===== config.mk =====
export PLATFORM = sky130hd
export DESIGN_NAME = priority_task_scheduler
export DESIGN_NICKNAME = d
export VERILOG_FILES = /design/src/design/pts_pkg.sv /design/src/design/priority_task_scheduler.sv /design/src/design/pts_cell.sv
export SDC_FILE = /design/constraint.sdc
export NUM_CORES = 1
export LEC_CHECK = 0
export ABC_AREA = 0
export BUFFER_PORTS_ARGS = -buffer_cell sky130_fd_sc_hd__buf_2
export CAP_MARGIN = 20
export CORE_MARGIN = 4
export CORE_UTILIZATION = 56
export CTS_CLUSTER_DIAMETER = 200
export DETAILED_ROUTE_END_ITERATION = 8
export PLACE_DENSITY_LB_ADDON = 0.15
export SYNTH_ARGS = -nofsm -noshare
export SYNTH_HDL_FRONTEND = slang
export SYNTH_SLANG_ARGS = --single-unit

===== constraint.sdc =====
create_clock -name i_clk -period 2.24 [get_ports i_clk]
set_input_delay 0.224 -clock i_clk [delete_from_list [all_inputs] [get_ports i_clk]]
set_output_delay 0.224 -clock i_clk [all_outputs]
set_load 0.1 [all_outputs]

===== src/design/pts_pkg.sv =====
// ============================================================================
// pts_pkg
// Shared constants and types for the priority task scheduler.
// ============================================================================
package pts_pkg;

    localparam int TASK_SLOTS_DEF = 8;
    localparam int PRIO_W         = 8;

    // slot status codes
    localparam logic [1:0] ST_UNUSED  = 2'd0;
    localparam logic [1:0] ST_READY   = 2'd1;
    localparam logic [1:0] ST_RUNNING = 2'd2;
    localparam logic [1:0] ST_DEAD    = 2'd3;

    // event kinds
    localparam logic [1:0] MODE_CREATE = 2'd0;
    localparam logic [1:0] MODE_START  = 2'd1;
    localparam logic [1:0] MODE_YIELD  = 2'd2;
    localparam logic [1:0] MODE_EXIT   = 2'd3;

    // result status codes
    localparam logic [1:0] RES_OK      = 2'd0;
    localparam logic [1:0] RES_REFUSED = 2'd1;
    localparam logic [1:0] RES_IGNORED = 2'd2;
    localparam logic [1:0] RES_NO_TASK = 2'd3;

    // status write broadcast to all cells
    typedef struct packed {
        logic       en;
        logic       keep_dead;  // leave a dead slot dead
        logic [1:0] val;
    } t_stat_wr;

endpackage


===== src/design/priority_task_scheduler.sv =====
// ============================================================================
// priority_task_scheduler
// Fixed-priority cooperative task table built as a row of slot cells.
// ============================================================================
//  channel  valid    ready    payload
//  event    i_valid  o_ready  i_mode, i_priority_req, i_has_entry
//  result   o_valid  i_ready  o_task_index, o_status, o_tasks_in_table
//
//  Create and events that are ignored go from accept to result without a
//  scan. Start, yield and exit send a scan item down the row of cells,
//  and each cell registers the item before passing it on.
//  One event is in work at a time; the next is taken once the result sits
//  in the output register, even if it is not yet taken.
//  Reset empties the table and stops the scheduler.
// ============================================================================
module priority_task_scheduler import pts_pkg::*; #(
    parameter int TASK_SLOTS = TASK_SLOTS_DEF,
    parameter int IDX_W      = $clog2(TASK_SLOTS),
    parameter int CNT_W      = $clog2(TASK_SLOTS + 1)
) (
    input  logic              i_clk,
    input  logic              i_rst_n,
    input  logic              i_valid,
    output logic              o_ready,
    input  logic [1:0]        i_mode,
    input  logic [PRIO_W-1:0] i_priority_req,
    input  logic              i_has_entry,
    output logic              o_valid,
    input  logic              i_ready,
    output logic [IDX_W-1:0]  o_task_index,
    output logic [1:0]        o_status,
    output logic [CNT_W-1:0]  o_tasks_in_table
);

    localparam logic [1:0] S_IDLE = 2'd0;
    localparam logic [1:0] S_SCAN = 2'd1;
    localparam logic [1:0] S_DONE = 2'd2;

    logic [1:0]       r_state, n_state;
    logic [1:0]       r_mode, n_mode;
    logic [CNT_W-1:0] r_total, n_total;
    logic [IDX_W-1:0] r_cur, n_cur;
    logic             r_cv, n_cv;
    logic             r_on, n_on;
    logic             r_launch, n_launch;
    logic [IDX_W-1:0] r_res_idx, n_res_idx;
    logic [1:0]       r_res_st, n_res_st;
    logic             r_o_valid;
    logic [IDX_W-1:0] r_o_idx;
    logic [1:0]       r_o_st;
    logic [CNT_W-1:0] r_o_cnt;

    t_stat_wr         wr_a, wr_b;
    logic [IDX_W-1:0] idx_a, idx_b;
    logic             prio_we;
    logic             accept, out_load;

    logic              tok_vld   [TASK_SLOTS+1];
    logic              tok_found [TASK_SLOTS+1];
    logic [PRIO_W-1:0] tok_prio  [TASK_SLOTS+1];
    logic [IDX_W-1:0]  tok_idx   [TASK_SLOTS+1];

    assign o_ready  = (r_state == S_IDLE);
    assign accept   = i_valid && o_ready;
    assign out_load = (r_state == S_DONE) && (!r_o_valid || i_ready);

    assign tok_vld[0]   = r_launch;
    assign tok_found[0] = 1'b0;
    assign tok_prio[0]  = '0;
    assign tok_idx[0]   = '0;

    for (genvar g = 0; g < TASK_SLOTS; g++) begin : g_cell
        pts_cell #(
            .IDX_W    (IDX_W),
            .CELL_IDX (g)
        ) u_cell (
            .i_clk       (i_clk),
            .i_rst_n     (i_rst_n),
            .i_wr_a      (wr_a),
            .i_idx_a     (idx_a),
            .i_prio_we   (prio_we),
            .i_prio      (i_priority_req),
            .i_wr_b      (wr_b),
            .i_idx_b     (idx_b),
            .i_tok_vld   (tok_vld[g]),
            .i_tok_found (tok_found[g]),
            .i_tok_prio  (tok_prio[g]),
            .i_tok_idx   (tok_idx[g]),
            .o_tok_vld   (tok_vld[g+1]),
            .o_tok_found (tok_found[g+1]),
            .o_tok_prio  (tok_prio[g+1]),
            .o_tok_idx   (tok_idx[g+1])
        );
    end

    always_comb begin
        n_state   = r_state;
        n_mode    = r_mode;
        n_total   = r_total;
        n_cur     = r_cur;
        n_cv      = r_cv;
        n_on      = r_on;
        n_launch  = 1'b0;
        n_res_idx = r_res_idx;
        n_res_st  = r_res_st;
        wr_a      = '{en: 1'b0, keep_dead: 1'b0, val: ST_UNUSED};
        wr_b      = '{en: 1'b0, keep_dead: 1'b0, val: ST_UNUSED};
        idx_a     = r_cur;
        idx_b     = tok_idx[TASK_SLOTS];
        prio_we   = 1'b0;

        unique case (r_state)
            S_IDLE: begin
                if (accept) begin
                    n_mode    = i_mode;
                    n_res_idx = '0;
                    n_res_st  = RES_OK;
                    n_state   = S_DONE;
                    unique case (i_mode)
                        MODE_CREATE: begin
                            if (r_total >= CNT_W'(TASK_SLOTS) || !i_has_entry) begin
                                n_res_st = RES_REFUSED;
                            end else begin
                                idx_a     = r_total[IDX_W-1:0];
                                wr_a      = '{en: 1'b1, keep_dead: 1'b0, val: ST_READY};
                                prio_we   = 1'b1;
                                n_res_idx = r_total[IDX_W-1:0];
                                n_total   = r_total + 1'b1;
                            end
                        end
                        MODE_START: begin
                            if (r_on && r_cv) begin
                                n_res_st = RES_IGNORED;
                            end else begin
                                n_on     = 1'b1;
                                n_launch = 1'b1;
                                n_state  = S_SCAN;
                            end
                        end
                        MODE_YIELD: begin
                            if (!r_on || !r_cv) begin
                                n_res_st = RES_IGNORED;
                            end else begin
                                n_launch = 1'b1;
                                n_state  = S_SCAN;
                            end
                        end
                        MODE_EXIT: begin
                            if (!r_cv) begin
                                n_res_st = RES_IGNORED;
                            end else begin
                                // mark dead before the scan sees the slot
                                wr_a = '{en: 1'b1, keep_dead: 1'b0, val: ST_DEAD};
                                if (!r_on) begin
                                    n_res_st = RES_IGNORED;
                                end else begin
                                    n_launch = 1'b1;
                                    n_state  = S_SCAN;
                                end
                            end
                        end
                        default: n_res_st = RES_IGNORED;
                    endcase
                end
            end
            S_SCAN: begin
                if (tok_vld[TASK_SLOTS]) begin
                    n_state = S_DONE;
                    if (!tok_found[TASK_SLOTS]) begin
                        n_res_st = RES_NO_TASK;
                        if (r_mode != MODE_START) begin
                            n_on = 1'b0;
                        end
                    end else begin
                        wr_b      = '{en: 1'b1, keep_dead: 1'b0, val: ST_RUNNING};
                        n_cur     = tok_idx[TASK_SLOTS];
                        n_cv      = 1'b1;
                        n_res_idx = tok_idx[TASK_SLOTS];
                        if (r_mode != MODE_START) begin
                            // hand the old task back unless it exited
                            wr_a = '{en: 1'b1, keep_dead: 1'b1, val: ST_READY};
                        end
                    end
                end
            end
            S_DONE: begin
                if (out_load) begin
                    n_state = S_IDLE;
                end
            end
            default: n_state = S_IDLE;
        endcase
    end

    always_ff @(posedge i_clk) begin
        if (!i_rst_n) begin
            r_state   <= S_IDLE;
            r_total   <= '0;
            r_cur     <= '0;
            r_cv      <= 1'b0;
            r_on      <= 1'b0;
            r_launch  <= 1'b0;
            r_o_valid <= 1'b0;
        end else begin
            r_state  <= n_state;
            r_total  <= n_total;
            r_cur    <= n_cur;
            r_cv     <= n_cv;
            r_on     <= n_on;
            r_launch <= n_launch;
            if (out_load) begin
                r_o_valid <= 1'b1;
            end else if (i_ready) begin
                r_o_valid <= 1'b0;
            end
        end
    end

    always_ff @(posedge i_clk) begin
        r_mode    <= n_mode;
        r_res_idx <= n_res_idx;
        r_res_st  <= n_res_st;
        if (out_load) begin
            r_o_idx <= r_res_idx;
            r_o_st  <= r_res_st;
            r_o_cnt <= r_total;
        end
    end

    assign o_valid          = r_o_valid;
    assign o_task_index     = r_o_idx;
    assign o_status         = r_o_st;
    assign o_tasks_in_table = r_o_cnt;

endmodule


===== src/design/pts_cell.sv =====
// ============================================================================
// pts_cell
// One task slot: holds priority and status, and passes the scan item on,
// replacing the best candidate when this slot is ready and not lower.
// ============================================================================
module pts_cell import pts_pkg::*; #(
    parameter int IDX_W    = 3,
    parameter int CELL_IDX = 0
) (
    input  logic              i_clk,
    input  logic              i_rst_n,
    input  t_stat_wr          i_wr_a,
    input  logic [IDX_W-1:0]  i_idx_a,
    input  logic              i_prio_we,
    input  logic [PRIO_W-1:0] i_prio,
    input  t_stat_wr          i_wr_b,
    input  logic [IDX_W-1:0]  i_idx_b,
    input  logic              i_tok_vld,
    input  logic              i_tok_found,
    input  logic [PRIO_W-1:0] i_tok_prio,
    input  logic [IDX_W-1:0]  i_tok_idx,
    output logic              o_tok_vld,
    output logic              o_tok_found,
    output logic [PRIO_W-1:0] o_tok_prio,
    output logic [IDX_W-1:0]  o_tok_idx
);

    localparam logic [IDX_W-1:0] MY_IDX = IDX_W'(CELL_IDX);

    logic [1:0]        r_stat, n_stat;
    logic [PRIO_W-1:0] r_prio;
    logic              r_tok_vld, r_tok_found;
    logic [PRIO_W-1:0] r_tok_prio;
    logic [IDX_W-1:0]  r_tok_idx;
    logic              take;
    logic              hit_a, hit_b;

    assign hit_a = i_wr_a.en && (i_idx_a == MY_IDX);
    assign hit_b = i_wr_b.en && (i_idx_b == MY_IDX);

    always_comb begin
        n_stat = r_stat;
        if (hit_a && !(i_wr_a.keep_dead && r_stat == ST_DEAD)) begin
            n_stat = i_wr_a.val;
        end
        if (hit_b && !(i_wr_b.keep_dead && r_stat == ST_DEAD)) begin
            n_stat = i_wr_b.val;
        end
    end

    // tie goes to the later slot
    assign take = (r_stat == ST_READY) && (r_prio >= i_tok_prio);

    always_ff @(posedge i_clk) begin
        if (!i_rst_n) begin
            r_stat    <= ST_UNUSED;
            r_tok_vld <= 1'b0;
        end else begin
            r_stat    <= n_stat;
            r_tok_vld <= i_tok_vld;
        end
    end

    always_ff @(posedge i_clk) begin
        if (i_prio_we && hit_a) begin
            r_prio <= i_prio;
        end
        r_tok_found <= i_tok_found | take;
        r_tok_prio  <= take ? r_prio : i_tok_prio;
        r_tok_idx   <= take ? MY_IDX : i_tok_idx;
    end

    assign o_tok_vld   = r_tok_vld;
    assign o_tok_found = r_tok_found;
    assign o_tok_prio  = r_tok_prio;
    assign o_tok_idx   = r_tok_idx;

endmodule


==> results of run 1 <==
where the power goes:
part / leakage (nW) / total (mW) / switching, mW / internal [mW]
clock: 0.324 / 3.27 / 1.26 / 2.02
combinational: 1.59 / 0.291 / 0.204 / 0.0876
sequential: 1.68 / 3.82 / 0.0219 / 3.80
total: 3.60 / 7.38 / 1.48 / 5.90
through the flow:
stage | setup WS (ps) | area [um^2] | hold slack [ps]
finish | 75.7 | 9480 | 24.9
global route | 0.774 | 9480 | 1.93
CTS | 3.65 | 9470 | 6.55
detailed placement | 33.1 | 8800 | 402
global placement | 25.3 | 8800 | 402
floorplan | 76.3 | 8330 | 323
area by class of cell:
class / count / area, um^2
fillers: 1097 / 5050
inverters: 71 / 267
well taps: 184 / 230
flip-flops and latches: 198 / 4760
repair buffers: 52 / 328
clock inverters: 6 / 93.8
clock buffers: 26 / 574
multi-input cells: 425 / 3220
cells by family after synthesis:
logic type | after synthesis
buffers and inverters | 95
XOR/XNOR | 2
multiplexers | 43
AND/OR/NAND/NOR | 179
flip-flops | 198
AO/OA/AOI/OAI | 138
adder cells (fa/ha/maj) | 63
worst reg2reg max path, delay by kind of cell (launching register included):
family | cells | cell delay, ps
simple gates | 3 | 930
compound gates | 1 | 490
flops | 1 | 320
buf+inv | 1 | 180
flip-flops by register name, indices dropped and copies added (netlist names), 3 cells and up:
name and count:
r_cur 3, g_cell.u_cell.o_tok_vld 8, g_cell.u_cell.o_tok_idx 17, g_cell.u_cell.o_tok_found 8, g_cell.u_cell.r_prio 64, o_tasks_in_table 4, r_total 4, g_cell.u_cell.r_stat 16
r_res_idx 3, g_cell.u_cell.o_tok_prio 56, o_task_index 3
worst min-delay path by stage:
stage | startpoint | to | cells past startpoint
after floorplan | i_priority_req[0] | g_cell[0].u_cell.r_prio[0]$_DFFE_PP_ | 0
after global placement | g_cell[4].u_cell.o_tok_idx[0]$_SDFF_PN0_ | g_cell[5].u_cell.o_tok_idx[0]$_SDFF_PP1_ | 1
after detailed placement | g_cell[4].u_cell.o_tok_idx[2]$_SDFF_PN1_ | g_cell[5].u_cell.o_tok_idx[2]$_SDFF_PP1_ | 1
after CTS | i_mode[1] | r_mode[1]$_DFFE_PP_ | 1
after global routing | i_mode[0] | r_mode[0]$_DFFE_PP_ | 1
final | i_mode[0] | r_mode[0]$_DFFE_PP_ | 1
layer usage:
layer	track usage (%)	vias up
met3	4.01	28
li1	-	2661
met2	35.2	136
met1	26.0	2610
met5	0	-
met4	7.64	0
cell usage in the layout (no fill, tap or decap), types with 20 or more instances in the layout:
cell type / count
edfxtp_1: 80
clkbuf_16: 21
buf_4: 27
ha_1: 63
buf_2: 25
a21oi_1: 28
dfxtp_1: 118
nand2_1: 38
o21ai_0: 23
mux2_2: 41
nor2_1: 27
and2_1: 20
inv_1: 71
nor3_1: 20
nor2b_1: 20
==> out/metrics.cfg, run 1 <==
[clock_tree]
cts_max_level = 4
post-cts-setup-buffers = 0
clock_path_buffers = 2
cts_hold_buf = 0
cts_buffers = 17
path_clk_slew_ps = 70
insertion_delay_ps = 420
cts_tree = done
numClockSinks = 198
clockRootBuffer = clkbuf_16
post_cts_resized = 0

[synthesis]
ys_warn_count = 0
synth_edf_count = 80
ys.flop_type = dfxtp_1
ys_ff_latch = 198
synth-compound-area-share_pct = 11.7
synth_xor_area_share_pct = 0.210
syn-num-nets = 796
synthSimpleGateAreaFrac_pct = 11.4
ys_seq_area_share_pct = 57.2
synth_area_leaders = edfxtp_1 (29%), dfxtp_1 (28%), ha_1 (9.5%), mux2_2 (5.5%), inv_1 (3.2%)
synthCells = 718
synth_common_cells = dfxtp_1 (118), edfxtp_1 (80), inv_1 (71)
syn_area_um2 = 8330
synth_area_per_cell_um2 = 11.6
synth_top_cell_by_area = edfxtp_1
synth_fa_ha_area_share_pct = 9.46
yosysMostFrequentCell = dfxtp_1
synthArstFlopShare_pct = 0
synth_mux_area_share_pct = 5.78
netlist.area_leader.share_pct = 28.8
synth_top_family_by_area = compound AO/OA/AOI/OAI gates
synth_cell_type_count = 55

[critical_path]
critPathBufInv = 1
crit_type = register to register
reg2reg_setup_slack_ps = 80
crit_arrival_ps = 2350
cp.depth = 5
critPathLaunch = r_state[0]$_SDFFE_PN0P_
crit_family = simple AND/OR/NAND/NOR gates
crit_chain = or3b_4 -> or2_0 -> a31oi_2 -> nor2_1 -> buf_4
crit_end = g_cell[4].u_cell.r_prio[1]$_DFFE_PP_
r2r-end = g_cell[4].u_cell.r_prio[1]$_DFFE_PP_
critPathMaxStageDelay_ps = 490
required_ps = 2420
worst-path-max-fanout = 8
end_kind = register
r2r-start = r_state[0]$_SDFFE_PN0P_
slowest_stage = a31oi_2
reg2reg_depth = 5
startpoint_type = register

[grt]
grt_pass1_wl_mm = 26.8
antenna_found_initial = 0
grt_max_degree = 38
grt_pass1_vias = 5411
grt_overflow = 0
grtUsageTotal_pct = 20.6

[routing]
vias_per_cell = 5.65
post_drt_wl_per_cell_um = 16.9
first_pass_iters = 5
drt-met1-wl_mm = 7.27
drt_wl_total_mm = 16.3
wl_met3_um = 571
top_layer = met4
dr_wl_met2_mm = 8.11
drtIter0Drc = 346
ant_nets = 0
vias = 5435
remaining_drc_errors = 0

[cells_and_area]
layout.cells.non_filler = 962
n_antenna_cell = 0
drive_above_1_share_pct = 19.0
fin_nets = 843
syn_to_final_growth_pct = 13.8
final_core_util_pct = 65.2

[sta]
max_slew.worst_pin.slew_ps = 745
max_clock_freq_mhz = 462
period_needed_ps = 2160
report.final.slew_viol_count = 0
setup-violations-final = 0
hold_violations = 0
rsz0062_at_grt = no
relSlewSlack_pct = 50.1
fin_worst_skew_ps = 6.76
post-route-period-util_pct = 96.6
tns_ps = 0

[floorplanning]
boundaryPins = 26
core-area_um2 = 14500
die_x_um = 130
start_util_pct = 57.3
std_cell_rows = 44
fp.dieH_um = 130
die_area_um2 = 16900

[placement]
port_buffers = 25
dp_hpwl_mm = 12.0
dp_cells = 930
routabilityCongestion = 0.861

[job]
max-cap-violations = 0

[power]
max-vdd-ir-drop_mv = 0.621
power.density_nw_per_um2 = 779
total_leakage_power_nw = 3.60
total_power_mw = 7.38

[worst_hold_path]
hold_class = input port to register

[run_status]
outcome = finished, final reports clean

No activity file was read; power rests on OpenSTA's default activity.
==> run 2, diff against run 1 <==
--- a/config.mk
+++ b/config.mk
@@ -15,4 +15,5 @@
 export PLACE_DENSITY_LB_ADDON = 0.15
 export SYNTH_ARGS = -nofsm -noshare
 export SYNTH_HDL_FRONTEND = slang
+export SYNTH_HIERARCHICAL = 1
 export SYNTH_SLANG_ARGS = --single-unit
==> out/metrics.cfg, run 2 <==
[floorplanning]
core-area_um2 = 15900
die_area_um2 = 18400
std_cell_rows = 46
start_util_pct = 57.3
boundaryPins = 26
fp.dieH_um = 135
die_x_um = 135

[grt]
met3_usage_pct = 3.16
grt_pass1_wl_mm = 30.1
grt_pass1_vias = 6115
grt_max_degree = 22
grtUsageTotal_pct = 20.7
met2_usage_pct = 38.9
antenna_found_initial = 0
top_usage_layer = met2
grt_overflow = 0
grt_use_met1_pct = 24.1

[power]
pwr-share-comb_pct = 5.8
switchingPower_mw = 1.73
p_seq_share_pct = 50.1
power.density_nw_per_um2 = 752
max-vdd-ir-drop_mv = 0.715
swShare_pct = 21.5
pwr-share-clk_pct = 44.1
total_leakage_power_nw = 4.68
p_int_mw = 6.34

[routing]
drtIter0Drc = 346
ant_nets = 0
remaining_drc_errors = 0
post_drt_wl_per_cell_um = 17.0
first_pass_iters = 5
drt_wl_total_mm = 18.6
vias_per_cell = 5.33
vias = 5835

[sta]
setup_ws_ps = -95.2
rsz0062_at_grt = yes
tns_ps = -1130
setup-violations-final = 38
report.final.slew_viol_count = 0
max_clock_freq_mhz = 428
period_needed_ps = 2340
post-route-period-util_pct = 104
fin_worst_skew_ps = 20.0
hold_violations = 0

[placement]
routabilityCongestion = 0.872
pre_cts_ws_ps = -95.3
port_buffers = 25
placed_cell_area_um2 = 9860
dp_hpwl_mm = 13.4

[clock_tree]
path_clk_slew_ps = 60
insertion_delay_ps = 500
clock_path_buffers = 3
cts_max_level = 1
clockRootBuffer = clkbuf_16
numClockSinks = 205
cts_buffers = 22
cts_hold_buf = 0
cts_tree = done

[run_status]
violations = negative setup slack
outcome = finished, violations left

[cells_and_area]
n_antenna_cell = 0
layout.cell_area.non_filler_um2 = 10700
final_cell_mix = dfxtp_1 (125), inv_1 (98), edfxtp_1 (80), ha_1 (71), mux2_4 (43)
fin_nets = 948
syn_to_final_growth_pct = 18.0
drive_above_1_share_pct = 23.7
regMostFlops = g_cell.u_cell/r_prio
largest_reg_flops = 64
n_fill_cell = 1200
final_common_cell = dfxtp_1

[synthesis]
syn_area_um2 = 9100
ys_warn_count = 6
synth_area_per_cell_um2 = 12.2
synthCells = 747

[job]
max-cap-violations = 0

[critical_path]
crit_type = register to register
startpoint_type = register
end_kind = register
worst-path-max-fanout = 6
required_ps = 2620
critPathLaunch = r_state[1]$_SDFFE_PN0P_
crit_arrival_ps = 2710
r2r-start = r_state[1]$_SDFFE_PN0P_

[worst_hold_path]
hold_class = input port to register
hp-start = i_mode[1]

==> run 2: timing repair <==
item                                    CTS  global route
endpoints found under the setup margin   58            80
pin swaps                                 3            10
gates resized for setup                   2            25
setup buffers                             3             3
gates cloned                              0             1
==> run 2: final cells by class <==
cell class,count,area [um^2],share of cell area [%]
Multi-Input combinational cell,466,4000,37.3
Timing Repair Buffer,67,457,4.25
Tap cell,216,270,2.52
Clock inverter,11,108,1.00
Sequential cell,205,4900,45.7
Clock buffer,29,618,5.76
Inverter,100,378,3.52
==> run 2: critical path, cell delays in order, from the launching register on <==
cell      delay (ps)
dfxtp_1          310
or3b_4           420
or2_4            280
inv_4             60
mux2_4           340
and4bb_1         330
buf_4            130
a21oi_1           50
a21oi_1          180
a211oi_2         110
==> run 2: stage by stage <==
step                utilization, %  power, mW  std cells  hold slack (ps)
floorplan                        -       4.42        782              323
global placement              62.1       4.55       1048              395
detailed placement            62.1       4.58       1048              397
CTS                           66.8       8.14       1091             12.5
global route                  67.6       8.36       1094             21.9
finish                        67.6       8.07       1094             30.8
==> run 2: routing by layer <==
| layer | part of all wire (%) | up-vias |
|---|---|---|
| li1 | - | 2854 |
| met5 | 0 | - |
| met3 | 3.5 | 47 |
| met4 | 2.5 | 0 |
| met1 | 41 | 2815 |
| met2 | 53 | 119 |
==> run 2: worst paths after layout <==
path | cells past startpoint | slack, ps | end
worst max-delay path | 9 | -100 | g_cell[2].u_cell/r_stat[1]$_SDFFE_PN0P_
worst min-delay path | 2 | 30 | r_mode[1]$_DFFE_PP_
worst max register to register | 9 | -100 | g_cell[2].u_cell/r_stat[1]$_SDFFE_PN0P_
worst min register to register | 1 | 410 | g_cell[1].u_cell/o_tok_idx[0]$_SDFF_PP1_
==> run 2: power by group through the flow <==
stage | logic [mW] | registers [mW] | clock network (mW)
finish | 0.470 | 4.04 | 3.56
global route | 0.520 | 4.05 | 3.79
CTS | 0.461 | 4.04 | 3.64
detailed placement | 0.456 | 4.12 | 0
global placement | 0.433 | 4.12 | 0
floorplan | 0.269 | 4.15 | 0
==> run 3, diff against run 2 <==
--- a/config.mk
+++ b/config.mk
@@ -8,6 +8,7 @@
 export ABC_AREA = 0
 export BUFFER_PORTS_ARGS = -buffer_cell sky130_fd_sc_hd__buf_2
 export CAP_MARGIN = 20
+export CORE_ASPECT_RATIO = 0.6
 export CORE_MARGIN = 4
 export CORE_UTILIZATION = 56
 export CTS_CLUSTER_DIAMETER = 200
==> out/metrics.cfg, run 3 (synthesized netlist as in run 2, its figures left out) <==
[power]
p_seq_share_pct = 51.3
pwr-share-comb_pct = 6.1
max-vdd-ir-drop_mv = 0.515
power.density_nw_per_um2 = 736
total_power_mw = 7.87
pwr-share-clk_pct = 42.5
total_leakage_power_nw = 4.68
switchingPower_mw = 1.76
p_int_mw = 6.11
swShare_pct = 22.4

[placement]
routabilityCongestion = 0.843
port_buffers = 25
dp_hpwl_mm = 14.1

[floorplanning]
core-area_um2 = 15600
die_x_um = 173
boundaryPins = 26
die_area_um2 = 18400
start_util_pct = 58.2
std_cell_rows = 35
fp.dieH_um = 107

[cells_and_area]
final_common_cell = dfxtp_1
syn_to_final_growth_pct = 17.5
n_antenna_cell = 0
fin_nets = 949
final_cell_mix = dfxtp_1 (124), inv_1 (98), edfxtp_1 (80), ha_1 (71), mux2_4 (43)
largest_reg_flops = 64
regMostFlops = g_cell.u_cell/r_prio
drive_above_1_share_pct = 23.9

[critical_path]
slowest_stage = or3b_4
crit_type = register to register
end_kind = register
crit_family = simple AND/OR/NAND/NOR gates
worst-path-max-fanout = 7
required_ps = 2610
critPathBufInv = 1
startpoint_type = register
critPathMaxStageDelay_ps = 430
crit_chain = or3b_4 -> or2_4 -> inv_4 -> mux2_4 -> and4bb_1 -> and2_4 -> mux2i_1 -> a211oi_2
crit_arrival_ps = 2710

[worst_hold_path]
hold_class = input port to register

[routing]
drt_wl_total_mm = 19.5
remaining_drc_errors = 0
first_pass_iters = 5
dr_wl_met2_mm = 8.38
vias = 5932
post_drt_wl_per_cell_um = 18.1
vias_per_cell = 5.49
top_layer = met4
drtIter0Drc = 431
ant_nets = 0
wl_met3_um = 965
drt-met1-wl_mm = 9.60

[grt]
grtUsageTotal_pct = 21.3
antenna_found_initial = 0
grt_pass1_wl_mm = 31.5
grt_overflow = 0
grt_pass1_vias = 6112
grt_max_degree = 22

[clock_tree]
path_clk_slew_ps = 60
cts_hold_buf = 0
cts_tree = done
clock_path_buffers = 3
clockRootBuffer = clkbuf_16
insertion_delay_ps = 490
numClockSinks = 205
cts_max_level = 1
cts_buffers = 20

[job]
max-cap-violations = 0

[sta]
report.final.slew_viol_count = 0
period_needed_ps = 2340
whs_ps = 60.4
fin_worst_skew_ps = 19.8
max_clock_freq_mhz = 427
setup-violations-final = 48
setup_ws_ps = -99.9
post-route-period-util_pct = 104
hold_violations = 0
rsz0062_at_grt = yes

[run_status]
outcome = finished, violations left
violations = negative setup slack

## run 3: cell count changes in the layout (fill, tap and decap cells not counted), moves of 2 or more
cell,delta
nand3_1,-2
buf_12,+2
a211oi_1,+2
clkbuf_1,-3
nand3_2,+2
clkbuf_16,-3
a211oi_2,-2
## run 3: repair_timing
item,CTS,global route
pin swaps,11,12
setup buffers,5,1
cloned,1,0
setup endpoints to repair,70,80
gates resized for setup,6,17
## run 3: power groups by stage
stage	sequential [mW]	clock, mW	combinational (mW)
2_1_floorplan	4.15	0	0.269
3_3_place_gp	4.12	0	0.443
3_5_place_dp	4.12	0	0.462
4_1_cts	4.04	3.40	0.477
5_1_grt	4.05	3.59	0.530
6_report	4.04	3.35	0.483
## run 3: final timing paths
| kind | startpoint | end | slack [ps] | cells past startpoint |
|---|---|---|---|---|
| min | i_mode[1] | r_mode[1]$_DFFE_PP_ | 60 | 2 |
| max | r_state[0]$_SDFFE_PN0P_ | g_cell[2].u_cell/r_stat[0]$_SDFFE_PN0P_ | -100 | 8 |
| max reg2reg | r_state[0]$_SDFFE_PN0P_ | g_cell[2].u_cell/r_stat[0]$_SDFFE_PN0P_ | -100 | 8 |
| min reg2reg | g_cell[5].u_cell/o_tok_idx[2]$_SDFF_PP1_ | g_cell[6].u_cell/o_tok_idx[2]$_SDFF_PP1_ | 410 | 1 |
## run 3: layout make-up
class / instances / area, um^2
Sequential cell: 205 / 4910
Clock buffer: 22 / 518
Clock inverter: 14 / 149
Fill cell: 1083 / 4940
Timing Repair Buffer: 70 / 504
Multi-Input combinational cell: 466 / 3990
Tap cell: 203 / 254
Inverter: 100 / 378
## run 3: layer usage
metal  vias to the layer above  global-route usage [%]
li1                       2862                       -
met2                       149                    32.7
met4                         0                    7.40
met1                      2879                    30.2
met3                        42                    4.55
met5                         -                       0
## run 3: through the flow
stage / util (%) / instance area (um^2) / setup WS (ps) / instances / setup TNS (ps)
6_report: 68.4 / 10700 / -99.9 / 1080 / -1260
4_1_cts: 67.9 / 10600 / -54.8 / 1079 / -712
3_3_place_gp: 63.2 / 9880 / -34.5 / 1037 / -720
5_1_grt: 68.4 / 10700 / -183 / 1080 / -5600
2_1_floorplan: - / 9290 / -61.5 / 782 / -2020
3_5_place_dp: 63.2 / 9880 / -120 / 1037 / -3640
